### src/design/bir_pkg.sv
package bir_pkg;

   // defaults for the top level parameters
   localparam int DEF_MAX_SRC_DIM   = 256;
   localparam int DEF_MAX_DST_DIM   = 256;
   localparam int DEF_FRACTION_BITS = 10;

   // fixed field widths
   localparam int DIM_REG_W   = 9;
   localparam int STEP_W      = 16;
   localparam int POS_W       = 8;
   localparam int CHAN_W      = 8;
   localparam int NUM_CHAN    = 3;
   localparam int PIXEL_W     = NUM_CHAN * CHAN_W;
   localparam int PROD_W      = POS_W + STEP_W;
   localparam int REQ_TDATA_W = 2 * POS_W + PIXEL_W;
   localparam int RSP_TDATA_W = 2 * POS_W + PIXEL_W;
   localparam int CSR_INDEX_W = 2;
   localparam int QUEUE_DEPTH = 4;

   localparam logic [DIM_REG_W-1:0] DIM_RESET = 9'd256;

   typedef enum logic {
      KIND_STORE   = 1'b0,
      KIND_COMPUTE = 1'b1
   } req_kind_type;

   typedef enum logic [CSR_INDEX_W-1:0] {
      CSR_SRC_WIDTH  = 2'd0,
      CSR_SRC_HEIGHT = 2'd1,
      CSR_DST_WIDTH  = 2'd2,
      CSR_DST_HEIGHT = 2'd3
   } csr_index_type;

   typedef enum logic [1:0] {
      FR_IDLE,
      FR_MUL,
      FR_PUSH
   } front_state_type;

   typedef enum logic [2:0] {
      BK_IDLE,
      BK_RD01,
      BK_RD10,
      BK_RD11,
      BK_BOT,
      BK_VERT
   } back_state_type;

   // scale steps and whether they are being recomputed
   typedef struct packed {
      logic              busy;
      logic [STEP_W-1:0] h_step;
      logic [STEP_W-1:0] v_step;
   } step_info_type;

endpackage

### src/design/bir_cfg.sv
module bir_cfg #(
   parameter int MAX_SRC_DIM   = bir_pkg::DEF_MAX_SRC_DIM,
   parameter int MAX_DST_DIM   = bir_pkg::DEF_MAX_DST_DIM,
   parameter int FRACTION_BITS = bir_pkg::DEF_FRACTION_BITS
) (
   input  logic                                clock,
   input  logic                                reset,
   input  logic                                csr_valid,
   output logic                                csr_ready,
   input  logic [bir_pkg::CSR_INDEX_W-1:0]     csr_index,
   input  logic [bir_pkg::DIM_REG_W-1:0]       csr_data,
   output bir_pkg::step_info_type              step_info,
   output logic [$clog2(MAX_SRC_DIM)-1:0]      last_x,
   output logic [$clog2(MAX_SRC_DIM)-1:0]      last_y
);
   import bir_pkg::*;

   localparam int SW   = $clog2(MAX_SRC_DIM + 1);
   localparam int DW   = $clog2(MAX_DST_DIM + 1);
   localparam int CW   = $clog2(MAX_SRC_DIM);
   localparam int NB   = SW + FRACTION_BITS;
   localparam int CNTW = $clog2(NB + 1);

   logic [DIM_REG_W-1:0] src_width_ff, src_width_in;
   logic [DIM_REG_W-1:0] src_height_ff, src_height_in;
   logic [DIM_REG_W-1:0] dst_width_ff, dst_width_in;
   logic [DIM_REG_W-1:0] dst_height_ff, dst_height_in;
   logic                 start_ff, start_in;
   logic                 run_ff, run_in;
   logic                 phase_ff, phase_in;
   logic [DW-1:0]        rem_ff, rem_in;
   logic [NB-1:0]        quo_ff, quo_in;
   logic [DW-1:0]        den_ff, den_in;
   logic [CNTW-1:0]      cnt_ff, cnt_in;
   logic [STEP_W-1:0]    h_step_ff, h_step_in;
   logic [STEP_W-1:0]    v_step_ff, v_step_in;

   logic [SW-1:0] src_w_c, src_h_c;
   logic [DW-1:0] dst_w_c, dst_h_c;
   logic [DW:0]   div_shift;
   logic [DW:0]   div_diff;
   logic          div_ge;
   logic [NB-1:0] div_quo;
   logic          csr_write;

   function automatic logic [SW-1:0] clamp_src(input logic [DIM_REG_W-1:0] v);
      if (v == '0) return SW'(1);
      if (32'(v) > 32'(MAX_SRC_DIM)) return SW'(MAX_SRC_DIM);
      return SW'(v);
   endfunction

   function automatic logic [DW-1:0] clamp_dst(input logic [DIM_REG_W-1:0] v);
      if (v == '0) return DW'(1);
      if (32'(v) > 32'(MAX_DST_DIM)) return DW'(MAX_DST_DIM);
      return DW'(v);
   endfunction

   assign src_w_c = clamp_src(src_width_ff);
   assign src_h_c = clamp_src(src_height_ff);
   assign dst_w_c = clamp_dst(dst_width_ff);
   assign dst_h_c = clamp_dst(dst_height_ff);

   assign last_x = CW'(src_w_c - SW'(1));
   assign last_y = CW'(src_h_c - SW'(1));

   assign csr_ready = 1'b1;
   assign csr_write = csr_valid & csr_ready;

   assign step_info.busy   = start_ff | run_ff;
   assign step_info.h_step = h_step_ff;
   assign step_info.v_step = v_step_ff;

   // one restoring division step per cycle
   assign div_shift = {rem_ff, quo_ff[NB-1]};
   assign div_diff  = div_shift - {1'b0, den_ff};
   assign div_ge    = (div_shift >= {1'b0, den_ff});
   assign div_quo   = {quo_ff[NB-2:0], div_ge};

   // register writes and step recomputation, width step first then height step
   always_comb begin
      src_width_in  = src_width_ff;
      src_height_in = src_height_ff;
      dst_width_in  = dst_width_ff;
      dst_height_in = dst_height_ff;
      start_in      = start_ff;
      run_in        = run_ff;
      phase_in      = phase_ff;
      rem_in        = rem_ff;
      quo_in        = quo_ff;
      den_in        = den_ff;
      cnt_in        = cnt_ff;
      h_step_in     = h_step_ff;
      v_step_in     = v_step_ff;

      if (start_ff) begin
         start_in = 1'b0;
         run_in   = 1'b1;
         phase_in = 1'b0;
         rem_in   = '0;
         quo_in   = {src_w_c, {FRACTION_BITS{1'b0}}};
         den_in   = dst_w_c;
         cnt_in   = CNTW'(NB);
      end else if (run_ff) begin
         rem_in = div_ge ? div_diff[DW-1:0] : div_shift[DW-1:0];
         quo_in = div_quo;
         cnt_in = cnt_ff - CNTW'(1);
         if (cnt_ff == CNTW'(1)) begin
            if (!phase_ff) begin
               h_step_in = STEP_W'(div_quo);
               phase_in  = 1'b1;
               rem_in    = '0;
               quo_in    = {src_h_c, {FRACTION_BITS{1'b0}}};
               den_in    = dst_h_c;
               cnt_in    = CNTW'(NB);
            end else begin
               v_step_in = STEP_W'(div_quo);
               run_in    = 1'b0;
            end
         end
      end

      if (csr_write) begin
         start_in = 1'b1;
         case (csr_index_type'(csr_index))
            CSR_SRC_WIDTH:  src_width_in  = csr_data;
            CSR_SRC_HEIGHT: src_height_in = csr_data;
            CSR_DST_WIDTH:  dst_width_in  = csr_data;
            CSR_DST_HEIGHT: dst_height_in = csr_data;
            default: ;
         endcase
      end
   end

   always_ff @(posedge clock) begin
      if (reset) begin
         src_width_ff  <= DIM_RESET;
         src_height_ff <= DIM_RESET;
         dst_width_ff  <= DIM_RESET;
         dst_height_ff <= DIM_RESET;
         start_ff      <= 1'b1;
         run_ff        <= 1'b0;
         phase_ff      <= 1'b0;
         cnt_ff        <= '0;
      end else begin
         src_width_ff  <= src_width_in;
         src_height_ff <= src_height_in;
         dst_width_ff  <= dst_width_in;
         dst_height_ff <= dst_height_in;
         start_ff      <= start_in;
         run_ff        <= run_in;
         phase_ff      <= phase_in;
         cnt_ff        <= cnt_in;
      end
   end

   // datapath of the divider
   always_ff @(posedge clock) begin
      rem_ff    <= rem_in;
      quo_ff    <= quo_in;
      den_ff    <= den_in;
      h_step_ff <= h_step_in;
      v_step_ff <= v_step_in;
   end

endmodule

### config.mk
export PLATFORM = sky130hd
export DESIGN_NAME = bir_cfg
export DESIGN_NICKNAME = d
export VERILOG_FILES = /design/src/design/bir_pkg.sv /design/src/design/bir_cfg.sv
export SDC_FILE = /design/constraint.sdc
export NUM_CORES = 1
export LEC_CHECK = 0
export BUFFER_PORTS_ARGS = -buffer_cell sky130_fd_sc_hd__buf_2
export CORE_MARGIN = 3
export CORE_UTILIZATION = 45
export CTS_CLUSTER_SIZE = 40
export DETAILED_ROUTE_END_ITERATION = 8
export GPL_TIMING_DRIVEN = 0
export PLACE_DENSITY = 0.67
export SETUP_SLACK_MARGIN = 0.4
export SYNTH_ARGS = -nofsm -noshare
export SYNTH_HDL_FRONTEND = slang
export SYNTH_SLANG_ARGS = --single-unit
export TNS_END_PERCENT = 1
### constraint.sdc
create_clock -name clock -period 2.34 [get_ports clock]
set_input_delay 0.234 -clock clock [delete_from_list [all_inputs] [get_ports clock]]
set_output_delay 0.234 -clock clock [all_outputs]
set_load 0.05 [all_outputs]
==> flow_summary.ini, run 1 <==
[critical_path]
path_class = register to primary output
worstReg2RegStart = quo_ff[18]
cp.arrival_ns = 2.26
cp-end-kind = primary output
critPathMaxFanout = 7
reg2reg_depth = 9
critPathLaunchType = register
crit_required_ns = 2.11
cp-startpoint = src_height_ff[3]

[hold_path]
min_path_cells = 2
min_from = csr_valid
hold_path_class = input port to register

[timing]
whs_ns = 0.0918
final_hold_viol_count = 0
tns_ns = -0.557
finalCriticalPeriod_ns = 2.49
max_freq_mhz = 401
fin_crit_sh_pct = 107
tightest_slew_ns = 0.548
slew_headroom_pct = 63.5
rsz0062_at_grt = yes
finalSetupViolations = 5
slew_violations = 0
setup_ws_ns = -0.155
fin_worst_skew_ns = 0.0107

[drt]
vias = 4124
remaining_drc_errors = 0
postRouteAntennaNets = 0
drtIter0Drc = 249
wl_per_cell_um = 17.2
drtPass1Iterations = 6
finalWirelength_mm = 12.8
vias_per_cell = 5.54

[layout]
stdcell_count = 745
n_fill_cell = 936
syn2layout_area_growth_pct = 26.7
insertedDiodeCount = 0
nets = 620
post_route_cells_drive_above_1_share_pct = 29.4
final_util_pct = 59.4

[yosys]
synth_common_cells = 79 x nand2_1, 63 x dfxtp_1, 50 x edfxtp_1, 40 x nor2_1
syn_area_per_cell_um2 = 10.3
synth_top_cell_area_share_pct = 28.9
syn_inst = 502
ys_seq_area_share_pct = 53.2
synth_fp_nets = 530
synth_edf_count = 50
yosysWarnings = 0
yosysMostFrequentCell = nand2_1
ys_ff_latch = 113
netlist_area_um2 = 5190
synth_area_leaders = edfxtp_1 29%, dfxtp_1 24%, nand2_1 5.7%
synth_flop_cell = dfxtp_1
postSynth.asyncResetShare_pct = 0
synth_largest_area_cell = edfxtp_1
synthDistinctLibCells = 70

[clock_tree]
cts_max_level = 4
insertion_delay_ns = 0.41
root_buffer = clkbuf_16
cts_tree = yes
clkTransAtPathRegs_ns = 0.05
clk_path_buf_depth = 2
cts_buffers = 17
cts.sinks = 113

[pwr]
power.leakage_nw = 2.59
switching_share_pct = 26.1
p_sw_w = 0.00133
p_seq_share_pct = 42.5
pwr-share-clk_pct = 46.1
internal_power_w = 0.00378
power_frac_comb_pct = 11.5
cellPowerDensity_nw_per_um2 = 777
max-vdd-ir-drop_mv = 0.467

[run_status]
outcome = finished with violations
violations = setup timing

[global_routing]
grt_pass1_wl_mm = 20.8
antenna_found_initial = 0
grt_max_degree = 17
grt_use_total_pct = 20.7
overflow = 0
grt_pass1_vias = 4059

[floorplanning]
die_area_um2 = 12900
fp-row-count = 38
dieHeight_um = 113
initial_core_util_pct = 46.9
core_area_um2 = 11100
io_pins = 64
die_w_um = 113

[place]
port-buffer-count = 61
placed_cells = 705
hpwlAfterDp_mm = 8.95
gp_congestion = 0.877

[run]
drv_cap = 0
power groups by stage:
stage          clock network, W  registers, W  logic (W)
3_5_place_dp                  0       0.00221   0.000512
6_report                0.00235       0.00217   0.000587
2_1_floorplan                 0       0.00219   0.000387
3_3_place_gp                  0       0.00220   0.000498
4_1_cts                 0.00238       0.00217   0.000573
5_1_grt                 0.00249       0.00218   0.000635
repair_timing:
item                                    4_1_cts  5_1_grt
pin swaps                                    34       15
hold buffers                                  0        0
gates resized for setup                      61       13
buffers inserted                              8        0
endpoints found under the setup margin       66       79
final timing paths:
path / to / slack, ns
setup / recovery: last_y[4] / -0.15
setup reg to reg: rem_ff[2] / 0.03
hold / removal: start_ff / 0.09
hold reg to reg: dst_height_ff[0] / 0.46
logic make-up after synthesis:
kind of cell               synth area share (%)
xor gates and xnor gates                   2.19
AOI/OAI and AO/OA                          14.9
DFF                                        53.2
muxes                                      3.49
and+or+nand+nor                            18.5
other                                    0.0722
adders and majority gates                  3.52
buffers and inverters                      4.10
registers in the layout, summed over array words and instances, names as in the netlist:
name and count:
cnt_ff 5, den_ff 9, src_width_ff 9, run_ff 1, quo_ff 19, rem_ff 9, dst_width_ff 9, src_height_ff 9
phase_ff 1, dst_height_ff 9, h_step_ff 16, start_ff 1, v_step_ff 16
metal layers:
metal,part of all wire (%),GRT usage (%),vias to the layer above
li1,-,-,1982
met1,43,26.5,1993
met2,50,34.5,127
met3,5.6,4.93,22
met4,1.7,6.97,0
met5,0,0,-
area by class of cell:
type | count | area [um2] | area share (%)
repair buffers | 71 | 459 | 6.98
clock inverters | 12 | 81.3 | 1.24
multi-input cells | 339 | 2390 | 36.3
clock buffers | 20 | 468 | 7.12
inverters | 30 | 120 | 1.83
flip-flops and latches | 113 | 2780 | 42.3
plain buffers | 20 | 98.8 | 1.50
well taps | 140 | 175 | 2.66
through the flow:
step | area [um2] | worst slack, ns | total power, W
finish | 6580 | -0.155 | 0.00511
global route | 6580 | -0.292 | 0.00530
CTS | 6530 | -0.142 | 0.00512
detailed placement | 5730 | -0.0610 | 0.00272
global placement | 5700 | -1.08 | 0.00270
floorplan | 5220 | -0.552 | 0.00258
cells in the final DEF, fill, tap and decap left out, drive strengths merged, types with 5 or more instances in the layout:
cell,n
o211ai,12
dfxtp,63
o31ai,5
nand2b,9
nor3,9
clkbuf,33
nand3,6
nand2,81
a22oi,5
a22o,9
nor2,40
clkinv,6
a21oi,31
ha,13
buf,78
nor4,6
edfxtp,50
xnor2,9
mux2i,17
o21ai,17
nand3b,15
inv,34
worst max-delay path: stages, from the launching register on:
cell and delay, ns:
dfxtp_2 0.35, or4_4 0.56, nor4_4 0.17, o21ai_2 0.11
ha_2 0.21, nand3_1 0.08, o21ai_1 0.07, a21oi_2 0.15
buf_6 0.17
Power figures use the tool's default switching activity.
==> run 2, diff against run 1 <==
--- a/config.mk
+++ b/config.mk
@@ -16,4 +16,3 @@
 export SYNTH_ARGS = -nofsm -noshare
 export SYNTH_HDL_FRONTEND = slang
 export SYNTH_SLANG_ARGS = --single-unit
-export TNS_END_PERCENT = 1
==> run 2 against run 1 <==
The flow still finishes with violations (setup timing). Register-to-register slack better by 0.06 ns. Non-clock buffer count is 30 higher. Critical path depth is 2 higher. First-iteration DRC count is 12% higher. Final cell count is 4.0% higher.
==> flow_summary.ini, run 2 (synthesis gave the netlist of run 1 again) <==
[clock_tree]
insertion_delay_ns = 0.41
hold_buffers = 0
clkTransAtPathRegs_ns = 0.06
cts_buffers = 17
cts_max_level = 4
cts_tree = yes
root_buffer = clkbuf_16
clk_path_buf_depth = 2
cts.sinks = 113

[global_routing]
grt_use_total_pct = 19.7
antenna_found_initial = 0
grt_pass1_wl_mm = 20.3
grt_pass1_vias = 4161
grt_max_degree = 17
overflow = 0

[floorplanning]
core_area_um2 = 11100
dieHeight_um = 113
initial_core_util_pct = 46.9
die_w_um = 113
io_pins = 64
fp-row-count = 38
die_area_um2 = 12900

[place]
postPlaceCellArea_um2 = 5830
port-buffer-count = 61
gp_congestion = 0.841
hpwlAfterDp_mm = 8.23

[pwr]
pwr-share-clk_pct = 47.6
p_seq_share_pct = 39.6
internal_power_w = 0.00400
power_frac_comb_pct = 12.8
switching_share_pct = 26.7
max-vdd-ir-drop_mv = 0.517
cellPowerDensity_nw_per_um2 = 770
p_sw_w = 0.00146
power.leakage_nw = 2.84
p_total_w = 0.00546

[critical_path]
path_class = register to primary output
critPathMaxFanout = 4
cp-end-kind = primary output
crit_required_ns = 2.11
cp.arrival_ns = 2.40
critPathLaunchType = register

[run_status]
outcome = finished with violations
violations = setup timing

[run]
drv_cap = 0

[layout]
nets = 650
top_register = quo_ff
final_cell_mix = 78 x nand2_1, 52 x dfxtp_1, 50 x edfxtp_1, 47 x buf_2, 38 x nor2_1
post_route_cells_drive_above_1_share_pct = 35.0
finalInstanceArea_um2 = 7090
insertedDiodeCount = 0
final_common_cell = nand2_1
largest_reg_flops = 19
top_regs = quo_ff: 19 flops, h_step_ff: 16 flops, v_step_ff: 16 flops
syn2layout_area_growth_pct = 36.6
final_util_pct = 64.0

[timing]
max_freq_mhz = 379
finalCriticalPeriod_ns = 2.64
final_hold_viol_count = 0
whs_ns = 0.103
tightest_slew_ns = 0.604
rsz0062_at_grt = yes
slew_headroom_pct = 59.6
slew_violations = 0
finalSetupViolations = 9
setup_ws_ns = -0.296
fin_worst_skew_ns = 0.00899
fin_crit_sh_pct = 113

[drt]
drtPass1Iterations = 6
drtIter0Drc = 278
wl_per_cell_um = 17.2
vias_per_cell = 5.51
postRouteAntennaNets = 0
finalWirelength_mm = 13.3
vias = 4272
remaining_drc_errors = 0

[hold_path]
hold_path_class = input port to register
[run 2: cell count changes in the layout (fill, tap and decap cells not counted), sizes merged]
cell / previous run / this run
buf: 78 / 108
bufinv: 0 / 2
clkbuf: 33 / 30
clkinv: 6 / 4
inv: 34 / 37
[run 2: per-layer routing]
metal	GRT usage, %	up-vias	share of wire (%)
met5	0	-	0
li1	-	2046	-
met4	6.41	0	2.0
met1	25.9	2022	42
met2	32.5	173	50
met3	4.40	31	6.2
[run 2: area by class of cell]
cell class,instances,area (um2)
fill,818,3980
sequential,113,2790
multi-input combinational,339,2520
timing repair buffer,101,782
clock buffer,17,425
tap,140,175
clock inverter,15,169
inverter,30,126
buffer,20,103
[run 2: power groups by stage]
| stage | Combinational, W | Clock, W | Sequential, W |
|---|---|---|---|
| 2_1_floorplan | 0.000415 | 0 | 0.00220 |
| 3_3_place_gp | 0.000528 | 0 | 0.00220 |
| 3_5_place_dp | 0.000537 | 0 | 0.00221 |
| 4_1_cts | 0.000627 | 0.00263 | 0.00216 |
| 5_1_grt | 0.000748 | 0.00272 | 0.00217 |
| 6_report | 0.000697 | 0.00260 | 0.00216 |
[run 2: worst paths after layout]
path / startpoint / end / depth (start not counted) / slack [ns]
setup reg to reg: quo_ff[18] / v_step_ff[0] / 10 / 0.09
setup / recovery: src_width_ff[6] / last_x[6] / 10 / -0.30
hold reg to reg: rem_ff[8] / rem_ff[8] / 2 / 0.46
hold / removal: csr_valid / start_ff / 2 / 0.10
[run 2: repair_timing]
item / CTS / global route
resized for setup: 64 / 32
endpoints found under the setup margin: 76 / 51
buffers inserted: 22 / 18
pin swaps: 17 / 16
[run 2: critical path, stage by stage, from the launching register on]
cell and delay, ns:
dfxtp_4 0.35, nor3_4 0.20, and2_4 0.18, a21oi_2 0.06
nor2_2 0.19, inv_2 0.09, ha_4 0.18, nand4_1 0.06
o21ai_1 0.07, a222oi_1 0.35, buf_4 0.27
[run 2: through the flow]
step | std cells | TNS [ns] | setup WS, ns
after CTS | 757 | -0.585 | -0.179
final | 775 | -1.30 | -0.296
after floorplan | 502 | -0.552 | -0.552
after global routing | 775 | -2.05 | -0.403
after detailed placement | 703 | -0.0241 | -0.0238
after global placement | 703 | -0.0578 | -0.0578
==> run 3, diff against run 2 <==
--- a/config.mk
+++ b/config.mk
@@ -5,6 +5,7 @@
 export SDC_FILE = /design/constraint.sdc
 export NUM_CORES = 1
 export LEC_CHECK = 0
+export ABC_AREA = 1
 export BUFFER_PORTS_ARGS = -buffer_cell sky130_fd_sc_hd__buf_2
 export CORE_MARGIN = 3
 export CORE_UTILIZATION = 45
@@ -13,6 +14,7 @@
 export GPL_TIMING_DRIVEN = 0
 export PLACE_DENSITY = 0.67
 export SETUP_SLACK_MARGIN = 0.4
+export SKIP_CTS_REPAIR_TIMING = 1
 export SYNTH_ARGS = -nofsm -noshare
 export SYNTH_HDL_FRONTEND = slang
 export SYNTH_SLANG_ARGS = --single-unit
==> run 3 against run 2 <==
The flow now finishes without violations. Clock power shrank 3%. Fmax grew 15%. Routed wire length shrank 1.2%. Area after synthesis grew 1.4%. Combinational power grew 29%. Die area grew 1.4%. Final cell count grew 13%. Critical endpoint is now last_y[6].
==> flow_summary.ini, run 3 <==
[layout]
top_regs = quo_ff: 19 flops, h_step_ff: 16 flops, v_step_ff: 16 flops
largest_reg_flops = 19
final_util_pct = 63.4
top_register = quo_ff
n_fill_cell = 913
final_common_cell = nand2_1
insertedDiodeCount = 0
nets = 750
post_route_cells_drive_above_1_share_pct = 31.2
final_cell_mix = 114 x nand2_1, 80 x inv_1, 52 x buf_2, 50 x edfxtp_1, 49 x dfxtp_1
syn2layout_area_growth_pct = 33.9

[timing]
fin_worst_skew_ns = 0.00711
fin_crit_sh_pct = 97.9
rsz0062_at_grt = yes
max_freq_mhz = 437
whs_ns = 0.0847
finalSetupViolations = 0
slew_violations = 0
setup_ws_ns = 0.0494
finalCriticalPeriod_ns = 2.29
tns_ns = 0
final_hold_viol_count = 0

[yosys]
synth_common_cells = 129 x nand2_1, 87 x inv_1, 63 x dfxtp_1, 54 x nor2_1, 50 x edfxtp_1
postSynth.asyncResetShare_pct = 0
ys_ff_latch = 113
synth_top_cell_area_share_pct = 28.5
synth_fp_nets = 641
netlist_area_um2 = 5270
synth_edf_count = 50
yosysMostFrequentCell = nand2_1
syn_area_per_cell_um2 = 8.59
synth_largest_area_cell = edfxtp_1
syn_inst = 613
synth_area_leaders = edfxtp_1 29%, dfxtp_1 24%, nand2_1 9.2%
ys_seq_area_share_pct = 52.4
synthDistinctLibCells = 39
synth_flop_cell = dfxtp_1
yosysWarnings = 0

[global_routing]
grt_max_degree = 24
grt_pass1_vias = 4329
grt_use_total_pct = 19.6
grt_pass1_wl_mm = 20.4
overflow = 0
antenna_found_initial = 0

[floorplanning]
initial_core_util_pct = 47.3
io_pins = 64
core_area_um2 = 11100
dieHeight_um = 114
die_area_um2 = 13000
fp-row-count = 38
die_w_um = 114

[critical_path]
reg2reg_slack_ns = 0.47
worstReg2RegStart = quo_ff[18]
critPathLaunchType = register
path_class = register to primary output
r2r_end = h_step_ff[0]
crit_chain = nor2_1 -> nand2_2 -> nor2_2 -> nand2_1 -> nand2_2 -> nand2_4 -> ha_4 -> nand2_4 -> nand3b_1 -> xor2_4 -> buf_6
crit_slowest_cell = dfxtp_1
crit_required_ns = 2.11
reg2reg_depth = 9
cp.arrival_ns = 2.06
slowest_delay_ns = 0.32
cp-end-kind = primary output
critPathMaxFanout = 3

[hold_path]
min_path_cells = 2
worstHoldEndpoint = cnt_ff[4]
min_from = reset
hold_path_class = input port to register

[place]
dp_slack_ns = 0.0197
port-buffer-count = 62
gp_congestion = 0.861
hpwlAfterDp_mm = 8.84

[clock_tree]
cts_max_level = 4
cts_tree = yes
cts.sinks = 113
insertion_delay_ns = 0.40
root_buffer = clkbuf_16
clkTransAtPathRegs_ns = 0.06
cts_buffers = 17
clk_path_buf_depth = 2

[pwr]
pwr-share-clk_pct = 45.0
internal_power_w = 0.00404
p_seq_share_pct = 38.9
max-vdd-ir-drop_mv = 0.623
p_sw_w = 0.00155
power.leakage_nw = 3.05
cellPowerDensity_nw_per_um2 = 793
power_frac_comb_pct = 16.0
switching_share_pct = 27.8

[drt]
remaining_drc_errors = 0
postRouteAntennaNets = 0
vias = 4551
finalWirelength_mm = 13.2
drtIter0Drc = 276
drtPass1Iterations = 5
wl_per_cell_um = 15.0
vias_per_cell = 5.20

[run_status]
outcome = complete, no violations

[run]
drv_cap = 0
==> run 3: changes by cell type after synthesis, sizes merged, moves of 8 or more <==
cell,previous run,this run
nand2b,9,0
mux2i,17,0
a22o,9,0
nand2,81,142
nand3,6,30
o21ai,17,53
inv,30,94
clkbuf,13,5
o22ai,0,8
nor2,40,61
==> run 3: final cells by class <==
| cell class | count | area (um2) | area share [%] |
|---|---|---|---|
| multi-input combinational | 392 | 2400 | 34.0 |
| buffer | 15 | 109 | 1.54 |
| sequential | 113 | 2800 | 39.6 |
| tap | 140 | 175 | 2.48 |
| timing repair buffer | 89 | 639 | 9.07 |
| clock buffer | 17 | 425 | 6.03 |
| clock inverter | 15 | 159 | 2.25 |
| inverter | 94 | 353 | 5.00 |
==> run 3: kinds of logic (layout without fill, tap and decap cells) <==
group | after synthesis | count (layout) | synth area share, %
compound gates | 109 | 109 | 11.5
xor+xnor | 11 | 11 | 1.83
fa+ha+maj | 14 | 14 | 3.47
buf+inv | 109 | 230 | 8.46
flops | 113 | 113 | 52.4
other cells | 1 | 1 | 0.0712
simple gates | 256 | 257 | 22.2
==> run 3: layer usage <==
metal / up-vias / global-route usage (%) / routed length (um)
met5: - / 0 / 0
met4: 0 / 5.94 / 174
met3: 24 / 4.23 / 730
met2: 142 / 33.3 / 6520
met1: 2155 / 25.2 / 5730
li1: 2230 / - / -
==> run 3: through the flow <==
step,cells,power (W),area (um2)
after CTS,847,0.00542,6460
final,875,0.00559,7050
after global routing,875,0.00581,7050
after floorplan,613,0.00275,5390
after global placement,815,0.00290,5880
after detailed placement,815,0.00291,5880
==> run 3: worst max-delay path by stage <==
| stage | startpoint | endpoint | slack [ns] | cells past startpoint |
|---|---|---|---|---|
| finish | src_height_ff[1] | last_y[6] | 0.05 | 11 |
| global route | src_height_ff[1] | last_y[6] | -0.14 | 11 |
| CTS | src_height_ff[8] | last_y[6] | -0.41 | 9 |
| detailed placement | src_height_ff[8] | last_y[6] | 0.02 | 9 |
| global placement | src_height_ff[8] | last_y[6] | 0.007 | 9 |
| floorplan | src_height_ff[2] | last_y[6] | 0.14 | 10 |
==> run 3: power by group through the flow <==
stage | Clock [W] | Combinational (W) | Sequential (W)
floorplan | 0 | 0.000545 | 0.00221
CTS | 0.00254 | 0.000705 | 0.00217
global placement | 0 | 0.000689 | 0.00221
detailed placement | 0 | 0.000701 | 0.00221
finish | 0.00252 | 0.000898 | 0.00218
global route | 0.00265 | 0.000977 | 0.00218
==> run 3: worst max-delay path, delay by kind of cell (launching register included) <==
kind / cells / cell delay, ns
xor+xnor: 1 / 0.16
simple gates: 8 / 0.83
flops: 1 / 0.32
fa+ha+maj: 1 / 0.17
buf+inv: 1 / 0.17
